$ cat src/lattice_phi4_action_engine_defines.svh
// Assertion macros used by the assertions in the top-level engine
`ifndef LATTICE_PHI4_ACTION_ENGINE_DEFINES_SVH
`define LATTICE_PHI4_ACTION_ENGINE_DEFINES_SVH

// Consequence must hold in the same cycle as the antecedent
`define LPAE_ASSERT_NOW(label, ante, cons, msg) \
  label: assert property (@(posedge clk) disable iff (rst) (ante) |-> (cons)) else $error(msg);

// Consequence must hold in the cycle after the antecedent
`define LPAE_ASSERT_NEXT(label, ante, cons, msg) \
  label: assert property (@(posedge clk) disable iff (rst) (ante) |=> (cons)) else $error(msg);

`endif

$ cat src/lpae_pkg.sv
`default_nettype none
package lpae_pkg;

  localparam int MAX_TIME   = 64;
  localparam int MAX_SPACE  = 64;
  localparam int TIME_W     = $clog2(MAX_TIME);
  localparam int SPACE_W    = $clog2(MAX_SPACE);
  localparam int ADDR_W     = TIME_W + SPACE_W;
  localparam int EXT_W      = 7;
  localparam int VAL_W      = 18;
  localparam int COEF_W     = 18;
  localparam int ACC_W      = 128;
  localparam int MA_W       = 57;
  localparam int MB_W       = 24;
  localparam int PROD_W     = MA_W + MB_W;
  localparam int QDEPTH     = 2;
  localparam int QCNT_W     = 2;
  localparam int STEP_W     = 4;
  localparam int LAST_STEP  = 8;
  localparam int SLOTS      = 5;
  localparam int RD_W       = 3;

  typedef enum logic [1:0] {
    KIND_WRITE = 2'd0,
    KIND_LOCAL = 2'd1,
    KIND_TOTAL = 2'd2,
    KIND_NONE  = 2'd3
  } kind_t;

  typedef enum logic [1:0] {
    CFG_MASS     = 2'd0,
    CFG_COUPLING = 2'd1,
    CFG_TIME     = 2'd2,
    CFG_SPACE    = 2'd3
  } cfg_idx_t;

  typedef enum logic [2:0] {
    B_CLEAR,
    B_IDLE,
    B_READ,
    B_MUL,
    B_FIN
  } back_state_t;

  typedef enum logic [3:0] {
    OP_NONE,
    OP_SET_D,
    OP_SET_Q,
    OP_ADD_Q,
    OP_SET_CD,
    OP_ACC0,
    OP_ACC19,
    OP_ACC24,
    OP_ACC37,
    OP_ACC38
  } op_t;

  typedef struct packed {
    kind_t                    kind;
    logic [TIME_W-1:0]        t;
    logic [SPACE_W-1:0]       x;
    logic signed [VAL_W-1:0]  v;
  } item_t;

  typedef struct packed {
    logic [COEF_W-1:0] mass;
    logic [COEF_W-1:0] coup;
    logic [EXT_W-1:0]  nt;
    logic [EXT_W-1:0]  nx;
  } cfg_t;

  typedef struct packed {
    logic              full;
    logic              empty;
    logic [QCNT_W-1:0] count;
  } q_status_t;

  // Limit an extent to the range three to the lattice maximum
  function automatic logic [EXT_W-1:0] clamp_ext(input logic [EXT_W-1:0] e,
                                                 input logic [EXT_W-1:0] m);
    logic [EXT_W-1:0] r;
    r = e;
    if (e < EXT_W'(3)) r = EXT_W'(3);
    else if (e > m)    r = m;
    return r;
  endfunction

  // Periodic step forward by d
  function automatic logic [EXT_W-1:0] wrap_add(input logic [EXT_W-1:0] i,
                                                input logic [1:0] d,
                                                input logic [EXT_W-1:0] n);
    logic [EXT_W-1:0] s;
    s = i + EXT_W'(d);
    if (s >= n) s = s - n;
    return s;
  endfunction

  // Periodic step back by d
  function automatic logic [EXT_W-1:0] wrap_sub(input logic [EXT_W-1:0] i,
                                                input logic [1:0] d,
                                                input logic [EXT_W-1:0] n);
    logic [EXT_W-1:0] s;
    if (i >= EXT_W'(d)) s = i - EXT_W'(d);
    else                s = i + n - EXT_W'(d);
    return s;
  endfunction

endpackage
`default_nettype wire

$ cat src/lpae_queue.sv
`default_nettype none
module lpae_queue import lpae_pkg::*; (
  input  logic      clk,
  input  logic      rst,
  input  logic      push,
  input  item_t     push_item,
  input  logic      pop,
  output item_t     head,
  output q_status_t status
);

  item_t             slot [QDEPTH];
  logic [QCNT_W-1:0] count;

  assign head         = slot[0];
  assign status.count = count;
  assign status.full  = (count == QCNT_W'(QDEPTH));
  assign status.empty = (count == '0);

  // Track fill level
  always_ff @(posedge clk) begin
    if (rst) begin
      count <= '0;
    end else begin
      unique case ({push, pop})
        2'b10:   count <= count + 1'b1;
        2'b01:   count <= count - 1'b1;
        default: count <= count;
      endcase
    end
  end

  // Shift on pop, write behind the last live entry; a push never meets a full queue,
  // so a push with a pop only happens with one entry live
  always_ff @(posedge clk) begin
    if (pop) begin
      slot[0] <= push ? push_item : slot[1];
    end else if (push) begin
      if (count == '0) slot[0] <= push_item;
      else             slot[1] <= push_item;
    end
  end

endmodule
`default_nettype wire

$ cat config.mk
export PLATFORM = sky130hd
export DESIGN_NAME = lpae_queue
export DESIGN_NICKNAME = d
export VERILOG_FILES = /design/src/lattice_phi4_action_engine_defines.svh /design/src/lpae_pkg.sv /design/src/lpae_queue.sv
export SDC_FILE = /design/constraint.sdc
export NUM_CORES = 1
export LEC_CHECK = 0
export ABC_CLOCK_PERIOD_IN_PS = 4500
export CORE_ASPECT_RATIO = 1.2
export CORE_MARGIN = 2
export CORE_UTILIZATION = 47
export CTS_CLUSTER_DIAMETER = 60
export DETAILED_ROUTE_END_ITERATION = 10
export DONT_BUFFER_PORTS = 1
export SLEW_MARGIN = 20
export SYNTH_ARGS = -nofsm -noshare
export SYNTH_HDL_FRONTEND = slang
export SYNTH_SLANG_ARGS = --single-unit
$ cat constraint.sdc
create_clock -name clk -period 4.5 [get_ports clk]
set_input_delay 0.9 -clock clk [delete_from_list [all_inputs] [get_ports clk]]
set_output_delay 0.9 -clock clk [all_outputs]
set_load 0.02 [all_outputs]
== After elaboration in Yosys (flattened, before gate mapping) ==
Memories as Yosys holds them, arrays and structs flattened.
Index checks and enable logic that the tools add are counted.

* Equal/unequal tests: 3
* Multiplexer cells: 16
* Reductions and logical operators: 3
* Add/sub/neg operators: 2
* Bitwise operators: 1

{| class="wikitable"
|+ Operator list
! kind !! number
|-
| $mux W32 || 3
|-
| $reduce_or A32 Y1 || 1
|-
| $mux W1 || 12
|-
| $eq A2 B2 Y1 const B || 2
|-
| $pmux W2 S2 || 1
|-
| $add A2 B1 Y2 const B || 1
|-
| $eq A2 B1 Y1 const B || 1
|-
| $logic_not A2 Y1 || 1
|-
| $reduce_bool A2 Y1 || 1
|-
| $sub A2 B1 Y2 const B || 1
|-
| $or A1 B1 Y1 || 1
|}

* Logic and storage cells: 27
* Register bits after elaboration: 2
* Memory bits (writable): 64
* Memories kept: 1

{| class="wikitable"
|+ Memory list
! name !! words !! width !! read ports !! clocked after memory_dff !! wr ports !! RTL line !! RTL
|-
| slot || 2 || 32 || 2 || 0 || 1 || lpae_queue.sv:12 || <nowiki>item_t slot [QDEPTH];</nowiki>
|}

== Depth between registers and ports, before layout ==
* Depth in word-level cells: 7
* Mapped depth: 7
* Gate-level depth less buffers: 5

== Worst setup path before layout ==
OpenSTA, ideal clock, no wires.

* Kind: input to register
* From: in push
* To: mem slot[0][32] (netlist bit) (enable)
* Required time: 4.039 ns
* Path slack: 0.460 ns
* Arrival: 3.579 ns
* Setup time: 0.461 ns
* Path buffers: 2
* Cell stages on the path: 4
* Cells stage by stage: buf_2 > buf_2 > inv_1 > nor3_1

* Longest elaborated chain between the ends: 5

{| class="wikitable"
|+ Ends and longest elaborated chain
! item !! RTL line !! RTL
|-
| start, declared || lpae_queue.sv:5 || <nowiki>input logic push,</nowiki>
|-
| $mux W1 || lpae_queue.sv:38 || <nowiki>end else if (push) begin</nowiki>
|-
| $mux W1 || lpae_queue.sv:36 || <nowiki>if (pop) begin</nowiki>
|-
| $mux W1, on equally long branches || lpae_queue.sv:40, lpae_queue.sv:39 ||
|-
| $reduce_or A32 Y1 (no line) / $or A1 B1 Y1 (equally long branches) || -- ||
|-
| $mux W1 (no line) || -- ||
|-
| end, declared || lpae_queue.sv:12 ||
|}

Parallel ways exist; a longest one is shown, timed or not.

==> run_results.csv <==
group,metric,value,unit
sta,skew,7.94,ps
clocking,worst_skew_pair.late_latency,330,ps
global_route,grt-ovfl-total,0,
power,p_leak,0.901,nW
yosys,syn_area_per_cell,18.2,sq um
critical_path,r2r_slack,2290,ps
yosys,yosys_warnings,0,
yosys,yosysUniqueCellTypes,16,
critical_path,path_max_fanout,18,
cells_and_area,final_util,48.3,%
global_route,track_usage,13.5,%
clocking,cts.hold.buffers_added,0,
clocking,cts_tree,"built",
sta,fin_crit_sh,49.2,%
placed_design,place_ws,2270,ps
detailed_routing,vias,1024,
yosys,synth_area_leaders,"edfxtp_1 72%, mux2_2 14%, buf_4 9.0%, dfxtp_1 1.5%, buf_2 0.75%",
placed_design,gp_congestion,0.744,
status,status,"finished, final reports clean",
global_route,antenna_found_initial,0,
clocking,path_clk_slew,60,ps
hold_path,min_from,"slot[0][34]$_DFFE_PP_",
sta,max_freq,0.452,GHz
detailed_routing,drtAntennaViolNets,0,
floorplanning,initial_core_util,47.9,%
cells_and_area,syn2layout_area_growth,0.846,%
critical_path,start_kind,"register",
clocking,cts_made_buffers,9,
yosys,yosysTopAreaCellShare,72.2,%
sta,setup_viol_count_final,0,
floorplanning,core.rowCount,30,
detailed_routing,drt_iter0_drc,52,
clocking,cts_setup_buffers,0,
sta,rsz0062_at_grt,"false",
power,seq_power_share,60.7,%
critical_path,worstPathRequired,4510,ps
sta,timing.hold.ws,547,ps
power,internal_power,1.01,mW
floorplanning,die_area,0.00628,sq mm
job,drv.max_cap_violation_count,0,
cells_and_area,final_layout_size_suffix_gt1_share,38.3,%
yosys,synth-seq-cells,66,
clocking,htreeDepth,3,
critical_path,r2r_end,"slot[0][1]$_DFFE_PP_",
detailed_routing,firstDrtPassIters,4,
floorplanning,io_pins,72,
detailed_routing,routed_wl,3.86,mm
yosys,synth_area_leader_cell,"edfxtp_1",
floorplanning,dieHeight,86.4,microns
critical_path,r2r-start,"count[0]$_SDFFE_PP0P_",
floorplanning,fp.coreArea,0.00556,sq mm
yosys,syn_area,0.00266,sq mm
power,total_power,1.31,mW
critical_path,reg2regPathDepth,3,
detailed_routing,via_per_inst,5.33,
hold_path,hold_depth,1,
cells_and_area,antennaDiodeCount,0,
sta,setup_slack,2290,ps
power,power.switching,298,uW
clocking,cts_root_buf,"clkbuf_8",
detailed_routing,avgRoutedWirePerCell,20.1,microns
cells_and_area,fillers,472,
power,powerDensity,489,mW/mm^2
yosys,syn_inst,146,
global_route,grt_pass1_vias,1130,
hold_path,hold_class,"register to register",
critical_path,crit_type,"register to register",
hold_path,min_to,"slot[0][2]$_DFFE_PP_",
yosys,syn-num-nets,183,
power,clock_power_share,34.3,%
critical_path,arrival,2230,ps
sta,worst_pin_slew,653,ps
detailed_routing,drcViolationCount,0,
power,vdd_drop_max,0.000267,V
power,combPwrFrac,4.9,%
clocking,cts_buffer_depth,2,
placed_design,numPortBuffers,0,
global_route,grt_max_degree,35,
clocking,cts.sinks,66,
clocking,post_cts_resized,0,
sta,totalNegativeSetupSlack,0,ps
sta,slew_violations,0,
sta,maxSlewHeadroom,56.5,%
floorplanning,die_x,72.7,microns
cells_and_area,fin_nets,161,
yosys,synth_seq_area_share,73.7,%
global_route,grt_first_pass_wirelength,5.95,mm
sta,min_period,2210,ps
sta,timing_hold_violations_final,0,
critical_path,cp-end-kind,"register",
power,sw_frac_of_total,22.7,%
==> power by group through the flow <==
stage,Sequential [mW],Combinational [mW],Clock (mW)
global placement,0.810,0.0633,0
floorplan,0.762,0.137,0
global route,0.802,0.0720,0.497
CTS,0.799,0.0663,0.466
finish,0.797,0.0647,0.451
detailed placement,0.812,0.0662,0
==> logic make-up after synthesis <==
kind of cell             count (synthesis)  synth area share [%]
flip-flops                              66                  73.7
AO/OA/AOI/OAI                            3                 0.658
buffers and inverters                   37                  9.92
AND/OR/NAND/NOR                          5                  1.03
adder cells (fa/ha/maj)                  1                 0.470
XOR/XNOR                                 2                 0.658
multiplexers                            32                  13.5
==> layout make-up <==
type	instances	area [sq um]	share of cell area (%)
Clock inverter	4	43.8	1.63
Inverter	1	3.75	0.140
Tap cell	64	80.1	2.98
Timing Repair Buffer	3	22.5	0.839
Sequential cell	66	1960	73.1
Clock buffer	11	131	4.90
Multi-Input combinational cell	43	440	16.4
==> worst max-delay path: stages (launching register included) <==
cell,delay (ps)
dfxtp_1,420
nor2_1,470
a21o_1,620
buf_4,380
==> metrics by stage <==
stage | area [sq um] | cells
after floorplan | 2660 | 146
after global placement | 2510 | 177
after detailed placement | 2510 | 177
after CTS | 2680 | 192
after global routing | 2680 | 192
final | 2680 | 192
==> flip-flops by register name, summed over array words and instances (netlist names) <==
name and cells:
slot 64, count 2
==> layout by cell type, fill, tap and decap left out <==
cell,n
a21o_1,1
a21oi_1,1
and2b_2,1
buf_4,3
bufinv_16,1
clkbuf_1,2
clkbuf_8,9
clkinv_1,1
clkinv_2,2
dfxtp_1,2
edfxtp_1,64
ha_1,1
inv_1,1
mux2_2,32
nor2_1,2
nor3_2,1
o21ai_0,1
or3_1,1
xnor2_1,1
xor2_1,1
==> how the worst max path moves through the flow <==
stage | from | endpoint | slack, ps | depth (start not counted)
floorplan | push | slot[0][32]$_DFFE_PP_ | 460 | 4
CTS | count[0]$_SDFFE_PP0P_ | slot[0][2]$_DFFE_PP_ | 2260 | 3
finish | count[0]$_SDFFE_PP0P_ | slot[0][1]$_DFFE_PP_ | 2290 | 3
global route | count[0]$_SDFFE_PP0P_ | slot[0][2]$_DFFE_PP_ | 2140 | 3
global placement | count[0]$_SDFFE_PP0P_ | slot[0][0]$_DFFE_PP_ | 2340 | 3
detailed placement | count[0]$_SDFFE_PP0P_ | slot[0][1]$_DFFE_PP_ | 2270 | 3
==> synthesized netlist by cell type, drive strengths merged <==
master and count:
xnor2 1, nor3 1, a21oi 1, o21ai 1, mux2 32, inv 1, or3 1, buf 36
nor2 2, xor2 1, ha 1, a21o 1, edfxtp 64, and2b 1, dfxtp 2
==> per-layer routing <==
layer | vias up | GRT usage [%] | wire length [microns]
met5 | - | 0 | 0
met4 | 0 | 6.57 | 70
met3 | 7 | 8.26 | 346
met2 | 49 | 20.8 | 1930
met1 | 505 | 14.6 | 1520
li1 | 463 | - | -
(Power assumes the default switching activity.)
