--- src/lattice_phi4_action_engine_defines.svh ---
// Assertion macros used by the assertions in the top-level engine
`ifndef LATTICE_PHI4_ACTION_ENGINE_DEFINES_SVH
`define LATTICE_PHI4_ACTION_ENGINE_DEFINES_SVH

// Consequence must hold in the same cycle as the antecedent
`define LPAE_ASSERT_NOW(label, ante, cons, msg) \
  label: assert property (@(posedge clk) disable iff (rst) (ante) |-> (cons)) else $error(msg);

// Consequence must hold in the cycle after the antecedent
`define LPAE_ASSERT_NEXT(label, ante, cons, msg) \
  label: assert property (@(posedge clk) disable iff (rst) (ante) |=> (cons)) else $error(msg);

`endif

--- src/lpae_pkg.sv ---
`default_nettype none
package lpae_pkg;

  localparam int MAX_TIME   = 64;
  localparam int MAX_SPACE  = 64;
  localparam int TIME_W     = $clog2(MAX_TIME);
  localparam int SPACE_W    = $clog2(MAX_SPACE);
  localparam int ADDR_W     = TIME_W + SPACE_W;
  localparam int EXT_W      = 7;
  localparam int VAL_W      = 18;
  localparam int COEF_W     = 18;
  localparam int ACC_W      = 128;
  localparam int MA_W       = 57;
  localparam int MB_W       = 24;
  localparam int PROD_W     = MA_W + MB_W;
  localparam int QDEPTH     = 2;
  localparam int QCNT_W     = 2;
  localparam int STEP_W     = 4;
  localparam int LAST_STEP  = 8;
  localparam int SLOTS      = 5;
  localparam int RD_W       = 3;

  typedef enum logic [1:0] {
    KIND_WRITE = 2'd0,
    KIND_LOCAL = 2'd1,
    KIND_TOTAL = 2'd2,
    KIND_NONE  = 2'd3
  } kind_t;

  typedef enum logic [1:0] {
    CFG_MASS     = 2'd0,
    CFG_COUPLING = 2'd1,
    CFG_TIME     = 2'd2,
    CFG_SPACE    = 2'd3
  } cfg_idx_t;

  typedef enum logic [2:0] {
    B_CLEAR,
    B_IDLE,
    B_READ,
    B_MUL,
    B_FIN
  } back_state_t;

  typedef enum logic [3:0] {
    OP_NONE,
    OP_SET_D,
    OP_SET_Q,
    OP_ADD_Q,
    OP_SET_CD,
    OP_ACC0,
    OP_ACC19,
    OP_ACC24,
    OP_ACC37,
    OP_ACC38
  } op_t;

  typedef struct packed {
    kind_t                    kind;
    logic [TIME_W-1:0]        t;
    logic [SPACE_W-1:0]       x;
    logic signed [VAL_W-1:0]  v;
  } item_t;

  typedef struct packed {
    logic [COEF_W-1:0] mass;
    logic [COEF_W-1:0] coup;
    logic [EXT_W-1:0]  nt;
    logic [EXT_W-1:0]  nx;
  } cfg_t;

  typedef struct packed {
    logic              full;
    logic              empty;
    logic [QCNT_W-1:0] count;
  } q_status_t;

  // Limit an extent to the range three to the lattice maximum
  function automatic logic [EXT_W-1:0] clamp_ext(input logic [EXT_W-1:0] e,
                                                 input logic [EXT_W-1:0] m);
    logic [EXT_W-1:0] r;
    r = e;
    if (e < EXT_W'(3)) r = EXT_W'(3);
    else if (e > m)    r = m;
    return r;
  endfunction

  // Periodic step forward by d
  function automatic logic [EXT_W-1:0] wrap_add(input logic [EXT_W-1:0] i,
                                                input logic [1:0] d,
                                                input logic [EXT_W-1:0] n);
    logic [EXT_W-1:0] s;
    s = i + EXT_W'(d);
    if (s >= n) s = s - n;
    return s;
  endfunction

  // Periodic step back by d
  function automatic logic [EXT_W-1:0] wrap_sub(input logic [EXT_W-1:0] i,
                                                input logic [1:0] d,
                                                input logic [EXT_W-1:0] n);
    logic [EXT_W-1:0] s;
    if (i >= EXT_W'(d)) s = i - EXT_W'(d);
    else                s = i + n - EXT_W'(d);
    return s;
  endfunction

endpackage
`default_nettype wire

--- src/lpae_front.sv ---
`default_nettype none
module lpae_front import lpae_pkg::*; (
  input  logic                     clk,
  input  logic                     rst,
  input  logic                     start,
  input  logic                     block,
  input  logic [1:0]               kind,
  input  logic [TIME_W-1:0]        time_index,
  input  logic [SPACE_W-1:0]       space_index,
  input  logic signed [VAL_W-1:0]  value,
  input  cfg_t                     cfg,
  input  logic                     q_full,
  output logic                     held,
  output logic                     push,
  output item_t                    item
);

  logic accept;
  logic t_over;
  logic x_over;

  assign accept = start && !held && !block;
  assign t_over = {1'b0, item.t} >= cfg.nt;
  assign x_over = {1'b0, item.x} >= cfg.nx;
  assign push   = held && !t_over && !x_over && !q_full;

  // Hold one item; drop unused kinds at the door
  always_ff @(posedge clk) begin
    if (rst) begin
      held <= 1'b0;
    end else if (accept) begin
      held <= (kind_t'(kind) != KIND_NONE);
    end else if (push) begin
      held <= 1'b0;
    end
  end

  // Reduce coordinates into the extents in use, one subtraction a cycle
  always_ff @(posedge clk) begin
    if (accept) begin
      item <= '{kind: kind_t'(kind), t: time_index, x: space_index, v: value};
    end else if (held) begin
      if (t_over) item.t <= item.t - cfg.nt[TIME_W-1:0];
      if (x_over) item.x <= item.x - cfg.nx[SPACE_W-1:0];
    end
  end

endmodule
`default_nettype wire

--- config.mk ---
export PLATFORM = sky130hd
export DESIGN_NAME = lpae_front
export DESIGN_NICKNAME = d
export VERILOG_FILES = /design/src/lattice_phi4_action_engine_defines.svh /design/src/lpae_pkg.sv /design/src/lpae_front.sv
export SDC_FILE = /design/constraint.sdc
export NUM_CORES = 1
export LEC_CHECK = 0
export ABC_AREA = 1
export BUFFER_PORTS_ARGS = -buffer_cell sky130_fd_sc_hd__buf_2
export CORE_UTILIZATION = 30
export CTS_BUF_LIST = sky130_fd_sc_hd__clkbuf_4 sky130_fd_sc_hd__clkbuf_8 sky130_fd_sc_hd__clkbuf_16
export CTS_CLUSTER_DIAMETER = 40
export DETAILED_ROUTE_END_ITERATION = 10
export PLACE_DENSITY = 0.68
export SLEW_MARGIN = 20
export SYNTH_ARGS = -nofsm -noshare
export SYNTH_HDL_FRONTEND = slang
export SYNTH_SLANG_ARGS = --single-unit
--- constraint.sdc ---
create_clock -name clk -period 1.96 [get_ports clk]
set_input_delay 0.196 -clock clk [delete_from_list [all_inputs] [get_ports clk]]
set_output_delay 0.196 -clock clk [all_outputs]
set_load 0.01 [all_outputs]
# == Word-level counts from Yosys, hierarchy flattened ==
# Cells that the tools add are included.
# Widths: inputs -> output; s select.
# word_totals
regBits,33
input_bits,87
out_inout_bits,34
# classes
magnitude_cmp,2
muxes,6
add_sub_neg,2
reduce_logical,16
n_eq_ne,1
# ops
op,count
$mux 12,2
$ge 6x7->1,2
$mux 6,2
$sub 6x6->6,2
$reduce_bool 2->1,4
$logic_and 1x1->1,5
$logic_not 1->1,5
$reduce_and 2->1,2
$mux 1,2
$ne 2x2->1 const B,1

# == Longest topological paths before layout ==
# Gate-level depths: netlist of the first run.
# logic_depth
depth_word,7
mapped_depth,11

# == Worst setup path before layout of the first run ==
# OpenSTA, ideal clock, no wires.
# synth_path
path_type,reg2reg
start,reg item[26] (netlist name)
end,"reg item[24] (netlist name), enable pin"
t_arrival_ns,1.648
setup_time_ns,0.377
n_path_buf,0
synth_period_minus_slack_ns,2.025
required_ns,1.583
slack_ns,-0.065
stages_incl_launch_ff,8
path_cell_list,edfxtp_1 > ha_1 > nand3_1 > nand2_1 > nand2_1 > nand2_1 > nand2_1 > o21ai_0
# synth_via
elab_chain_cells,3
# synth_lines
element,line,rtl
from (decl),lpae_front.sv:15,output item_t item
from (signal assigned),lpae_front.sv:41,"item <= '{kind: kind_t'(kind), t: time_index, x: space_index, v: value};"
$ge 6x7->1,lpae_front.sv:23,"assign t_over = {1'b0, item.t} >= cfg.nt;"
$reduce_bool 2->1 (no source line),n/a,
$reduce_and 2->1 (no source line),n/a,
# Every way passes these cells.
# A chain may end at the register's enable or synchronous reset.

# == Final worst setup path of the first run ==
# layout_path
start,reg item[19] (netlist name)
end,"reg item[21] (netlist name), enable pin"
# layout_via
elab_chain_cells,3
# layout_lines
element,line,rtl
$ge 6x7->1,lpae_front.sv:24,"assign x_over = {1'b0, item.x} >= cfg.nx;"
$reduce_bool 2->1 (no source line),n/a,
$reduce_and 2->1 (no source line),n/a,
# Every way passes these cells.

==> metrics.cfg, run 1 <==
[synth]
yosys_most_used_dff = edfxtp_1
yosysMostFrequentCell = nand2_1
yosys.area.top_type = edfxtp_1
synthTopCellsByArea = edfxtp_1 56%, ha_1 8.8%, nand2_1 7.7%
yosysWarnings = 0
avgSynthCellArea_sq_um = 10.46
ys_seq_area_frac = 0.5718
ys_ff_latch = 33
synth.distinct_cells = 21
synthArstFlopShare = 0
synth-edff-count = 32
netlist_top_cells_count = 35 x nand2_1, 32 x edfxtp_1, 27 x inv_1
yosysTopAreaCellShare = 0.5602
syn-num-nets = 265
syn_area_sq_um = 1715
syn_inst = 164

[worst_setup_path]
cp-endpoint = item[21]
reg2reg_from = item[19]
rrSetupSlack_ns = -0.05
timing.rr.end = item[21]
cp.arrival_ns = 1.93
cp-start-kind = flop
crit_fanout = 6
crit_buf_inv = 0
crit_family = compound AO/OA/AOI/OAI gates
cp.required_ns = 1.88
end_kind = flop
path_cells = ha_4, nand2_4, nor2_4, nor2_2, nor2_1, nor2_2, o21ai_1
critPathSlowestCell = o21ai_1
startpoint = item[19]
r2r_cells = 7
crit_cells = 7
critPathKind = reg -> reg
cp_common_cell = nor2_2
slowest_delay_ns = 0.49

[cells_and_area]
n_antenna_cell = 0
drive_gt1_frac = 0.4566
nNetsFinal = 365
final_cells = 337
post-route-util = 0.4576
area_delta_synth_final_pct = 46.90
finalInstanceArea_sq_um = 2520

[detailed_routing]
drt-vias-per-instance = 4.323
drc_errors = 0
vias = 1457
route.met2.wl_um = 2094
wl_met1_um = 1583
drt-total-wl_um = 3917
drtIter0Drc = 33
wl_per_cell_um = 11.62
dr_wl_met3_um = 220
highest_layer = met4
ant_nets = 0
drt-pass1-iter-count = 4

[timing]
slew_headroom = 0.5881
rsz0062_at_grt = yes
drv_slew = 0
setup_viol = 7
layout_setup_ws_ns = -0.04808
whs_ns = 0.07178
finalSetupTns_ns = -0.3002
finClkSkew_ns = 0.004124
tightest_slew_ns = 0.6137
fmax_mhz = 498.0
min_period_ns = 2.008
report.final.hold_viol_count = 0
period_share = 1.025

[global_routing]
grt_overflow = 0
grt_max_degree = 43
grt_use_total = 0.1358
grt_pass1_wl_um = 6223
antenna_found_initial = 0
grt_pass1_vias = 1428

[place]
port_buffers = 84
pre_cts_ws_ns = -0.07089
dpl.cell_count = 325
dpl.hpwl_um = 2966
place_area_sq_um = 2270
gp_congestion = 0.7426

[clocking]
cts_hold_buf = 0
insertion_delay_ns = 0.28
cts_max_level = 2
clockRootBuffer = clkbuf_8
clkSinkCount = 33
cts_tree = built
clockBufferDepth = 2
cts_buffers = 5
clk_pin_slew_worst_paths_ns = 0.07

[floorplanning]
initial_core_util = 0.3115
dieArea_sq_um = 6024
io_pins = 121
die_w_um = 77.62
rows = 27
die_height_um = 77.62
core_sq_um = 5507

[status]
failed_checks = negative setup slack
status = finished with violations

[pwr]
total_power_mw = 1.985
p_leak_nw = 1.169
powerDensity_nw_per_um2 = 787.6
peakVddDrop_v = 0.0004234

[job]
cap_violations = 0

[min_path]
hold_path_class = in -> reg

## placed cells by master (no fill, tap or decap), types with 2 or more instances in the layout
master    synthesis  layout
nand2_1          35      35
o21ai_0          13      11
nand3_1           6       6
clkbuf_8          0       5
nor2_1           12      10
o21ai_1           4       6
xor2_1            4       4
buf_2             0      83
nor2_4            1       2
xnor2_1           2       2
ha_4              0       6
a21oi_2           1       2
edfxtp_1         32      32
nor2_2            1       2
ha_1             12       6
inv_2             0       2
a21oi_1           4       3
inv_1            27      25
buf_4             2      11
## worst min-delay path by stage
stage / startpoint / end / slack (ns) / cells after the start
3_5_place_dp: rst / held / 0.37 / 2
6_report: rst / held / 0.07 / 2
2_1_floorplan: rst / held / 0.26 / 1
4_1_cts: rst / held / 0.06 / 2
5_1_grt: rst / held / 0.05 / 2
3_3_place_gp: rst / held / 0.36 / 2
## state kept, by name, summed over array words and instances (netlist names)
signal,flops
item,32
held,1
## power by group
group	leakage [nW]	internal (mW)	switching [mW]
clock network	0.0563	0.389	0.252
logic	0.805	0.229	0.244
registers	0.308	0.844	0.0267
total	1.17	1.46	0.523
## cells by family after synthesis
group / synth area share
AO/OA/AOI/OAI: 0.06638
XOR/XNOR: 0.03063
adder cells (fa/ha/maj): 0.1109
buffers and inverters: 0.06783
flip-flops: 0.5718
AND/OR/NAND/NOR: 0.1524
## area by class of cell
class	count	area, sq um
inverters	27	101.3
fillers	540	2987
multi-input cells	102	728.2
flip-flops and latches	33	980.9
well taps	72	90.09
clock buffers	6	76.32
repair buffers	95	509.2
clock inverters	2	33.78
## worst register-to-register path, stage by stage, from the launching register on
cell	delay [ns]
edfxtp_1	0.45
ha_4	0.31
nand2_4	0.05
nor2_4	0.11
nor2_2	0.05
nor2_1	0.12
nor2_2	0.06
o21ai_1	0.49
## routing by layer
metal,GRT usage,vias to the layer above
met3,0.05529,2
li1,-,743
met5,0,-
met1,0.1403,660
met2,0.2469,52
met4,0.04528,0
## timing repair
action                                  4_1_cts  5_1_grt
resized for setup                             3       13
endpoints found under the setup margin        7        8
setup buffers                                 0        4
pin swaps                                     0        8
Power figures use the tool's default switching activity.
==> run 2, diff against run 1 <==
BUFFER_PORTS_ARGS = not set   (was -buffer_cell sky130_fd_sc_hd__buf_2)
DONT_BUFFER_PORTS = 1   (was not set)
PLACE_DENSITY = 0.49   (was 0.68)
==> run 2 against run 1 <==
Net effect:
- the run ends with design-rule violations left
- total power fell by 8.3%
- clock skew rose by 0.0089 ns
- setup slack improved by 0.16 ns
- sequential power rose by 2.6%
- flip-flop and latch count did not move
- non-clock buffer count fell by 59
- via count fell by 15%
- global-route usage fell by 0.85 points
- critical path type is now reg -> out
- critical endpoint is now push
- largest cell class unchanged
==> metrics.cfg, run 2 (same netlist as run 1, synthesis figures left out) <==
[status]
status = finished with violations  ; unchanged
failed_checks = design-rule violations  ; was negative setup slack

[cells_and_area]
finalInstanceArea_sq_um = 2341  ; was 2520 sq um
regMostFlops = item  ; unchanged
nNetsFinal = 306  ; was 365
reg_top3 = item x32, held x1  ; unchanged
layout_common_cells = 32 x nand2_1, 32 x edfxtp_1, 25 x inv_1  ; was 83 x buf_2, 35 x nand2_1, 32 x edfxtp_1
n_antenna_cell = 0  ; unchanged
area_delta_synth_final_pct = 36.47  ; was 46.90%
largest_reg_flops = 32  ; unchanged
drive_gt1_frac = 0.2427  ; was 0.4566
post-route-util = 0.4251  ; was 0.4576

[pwr]
p_leak_nw = 0.9367  ; was 1.169 nW
powerDensity_nw_per_um2 = 777.1  ; was 787.6 nW/um^2
peakVddDrop_v = 0.0002453  ; was 0.0004234 V

[timing]
report.final.hold_viol_count = 0  ; unchanged
slew_headroom = 0.7978  ; was 0.5881
rsz0062_at_grt = yes  ; unchanged
tightest_slew_ns = 0.3029  ; was 0.6137 ns
fmax_mhz = 541.3  ; was 498.0 MHz
finClkSkew_ns = 0.01302  ; was 0.004124 ns
setup_viol = 0  ; was 7
drv_slew = 0  ; unchanged
min_period_ns = 1.847  ; was 2.008 ns
period_share = 0.9426  ; was 1.025
layout_setup_ws_ns = 0.1126  ; was -0.04808 ns

[floorplanning]
rows = 27  ; unchanged
die_w_um = 77.62  ; unchanged
core_sq_um = 5507  ; unchanged
io_pins = 121  ; unchanged
dieArea_sq_um = 6024  ; unchanged
initial_core_util = 0.3115  ; unchanged
die_height_um = 77.62  ; unchanged

[worst_setup_path]
end_kind = output pin  ; was flop
cp.arrival_ns = 1.65  ; was 1.93 ns
crit_family = flip-flops  ; was compound AO/OA/AOI/OAI gates
cp.required_ns = 1.76  ; was 1.88 ns
slowest_delay_ns = 0.51  ; was 0.49 ns
reg2reg_from = item[24]  ; was item[19]
path_cells = ha_4, nand2_2, nor2_1, nand2_1, nand3_2, nor2_4, nand3_2, inv_2  ; was ha_4, nand2_4, nor2_4, nor2_2, nor2_1, nor2_2, o21ai_1
critPathSlowestCell = edfxtp_1  ; was o21ai_1
cp-start-kind = flop  ; unchanged
critPathKind = reg -> out  ; was reg -> reg
crit_buf_inv = 1  ; was 0
cp_common_cell = nand3_2  ; was nor2_2
startpoint = item[19]  ; unchanged
crit_fanout = 3  ; was 6

[global_routing]
grt_overflow = 0  ; unchanged
grt_pass1_wl_um = 5865  ; was 6223 um
grt_pass1_vias = 1214  ; was 1428
grt_max_degree = 26  ; was 43
grt_use_total = 0.1273  ; was 0.1358
antenna_found_initial = 0  ; unchanged

[detailed_routing]
wl_per_cell_um = 13.92  ; was 11.62 um
drt-vias-per-instance = 4.475  ; was 4.323
drc_errors = 2  ; was 0
dr_wl_met3_um = 251  ; was 220 um
wl_met1_um = 1772  ; was 1583 um
vias = 1244  ; was 1457
highest_layer = met4  ; unchanged
drt-total-wl_um = 3871  ; was 3917 um
route.met2.wl_um = 1809  ; was 2094 um
drt-pass1-iter-count = 9  ; was 4
ant_nets = 0  ; unchanged
drtIter0Drc = 37  ; was 33

[clocking]
cts_max_level = 2  ; unchanged
clockBufferDepth = 2  ; unchanged
clockRootBuffer = clkbuf_8  ; unchanged
cts_buffers = 5  ; unchanged
cts_tree = built  ; unchanged
clk_pin_slew_worst_paths_ns = 0.08  ; was 0.07 ns
insertion_delay_ns = 0.28  ; about the same
clkSinkCount = 33  ; unchanged

[place]
pre_cts_ws_ns = 0.06669  ; was -0.07089 ns
place_area_sq_um = 1879  ; was 2270 sq um
dpl.hpwl_um = 2709  ; was 2966 um
gp_congestion = 0.7856  ; was 0.7426
port_buffers = 0  ; was 84

[min_path]
holdCritStartpoint = time_index[1]  ; was rst
hold_path_class = in -> reg  ; unchanged

[job]
cap_violations = 0  ; unchanged

## run 2: cell types whose count changed in the layout (fill, tap and decap cells not counted), moves of 2 or more
cell / previous run / this run
buf_2: 83 / 0
nand2_2: 1 / 5
buf_4: 11 / 15
clkinv_2: 0 / 2
dlygate4sd3_1: 0 / 21
nand2_1: 35 / 32
nand3_2: 0 / 2
ha_4: 6 / 8
ha_1: 6 / 3
## run 2: routing by layer
metal / global-route usage / up-vias
met1: 0.1612 / 551
met4: 0.04528 / 0
met2: 0.1947 / 64
li1: - / 624
met3: 0.05176 / 5
met5: 0 / -
## run 2: what timing repair did
action / CTS / global route
hold buffers: 3 / 18
pin swaps: 0 / 8
setup buffers: 0 / 4
endpoints found under the setup margin: 1 / 2
resized for setup: 5 / 18
endpoints found under the hold margin: 3 / 18
## run 2: worst paths after layout
kind         endpoint  slack (ns)  cells past startpoint
max              push        0.11                      8
min          item[25]        0.10                      2
max reg2reg  item[28]        0.14                      9
min reg2reg      held        0.60                      2
## run 2: final cells by class
class                      instances  area (sq um)
clock buffer                       6         76.32
clock inverter                     2         10.01
fill                             535          3166
inverter                          27         101.3
multi-input combinational        102         759.5
sequential                        33         980.9
tap                               72         90.09
timing repair buffer              36         322.8
## run 2: report_power, final
part	internal [mW]	leakage, nW	switching [mW]
combinational	0.206	0.581	0.209
sequential	0.845	0.308	0.0482
clock	0.260	0.0484	0.251
total	1.31	0.937	0.508
## run 2: through the flow
stage           TNS, ns  hold slack [ns]  std cells  total power [mW]
2_1_floorplan         0           0.2584        164             1.128
3_3_place_gp          0           0.2589        245             1.206
3_5_place_dp          0           0.2651        245             1.213
4_1_cts               0         0.002060        256             1.756
5_1_grt        -0.03748           0.1039        278             1.929
6_report              0           0.1025        278             1.819
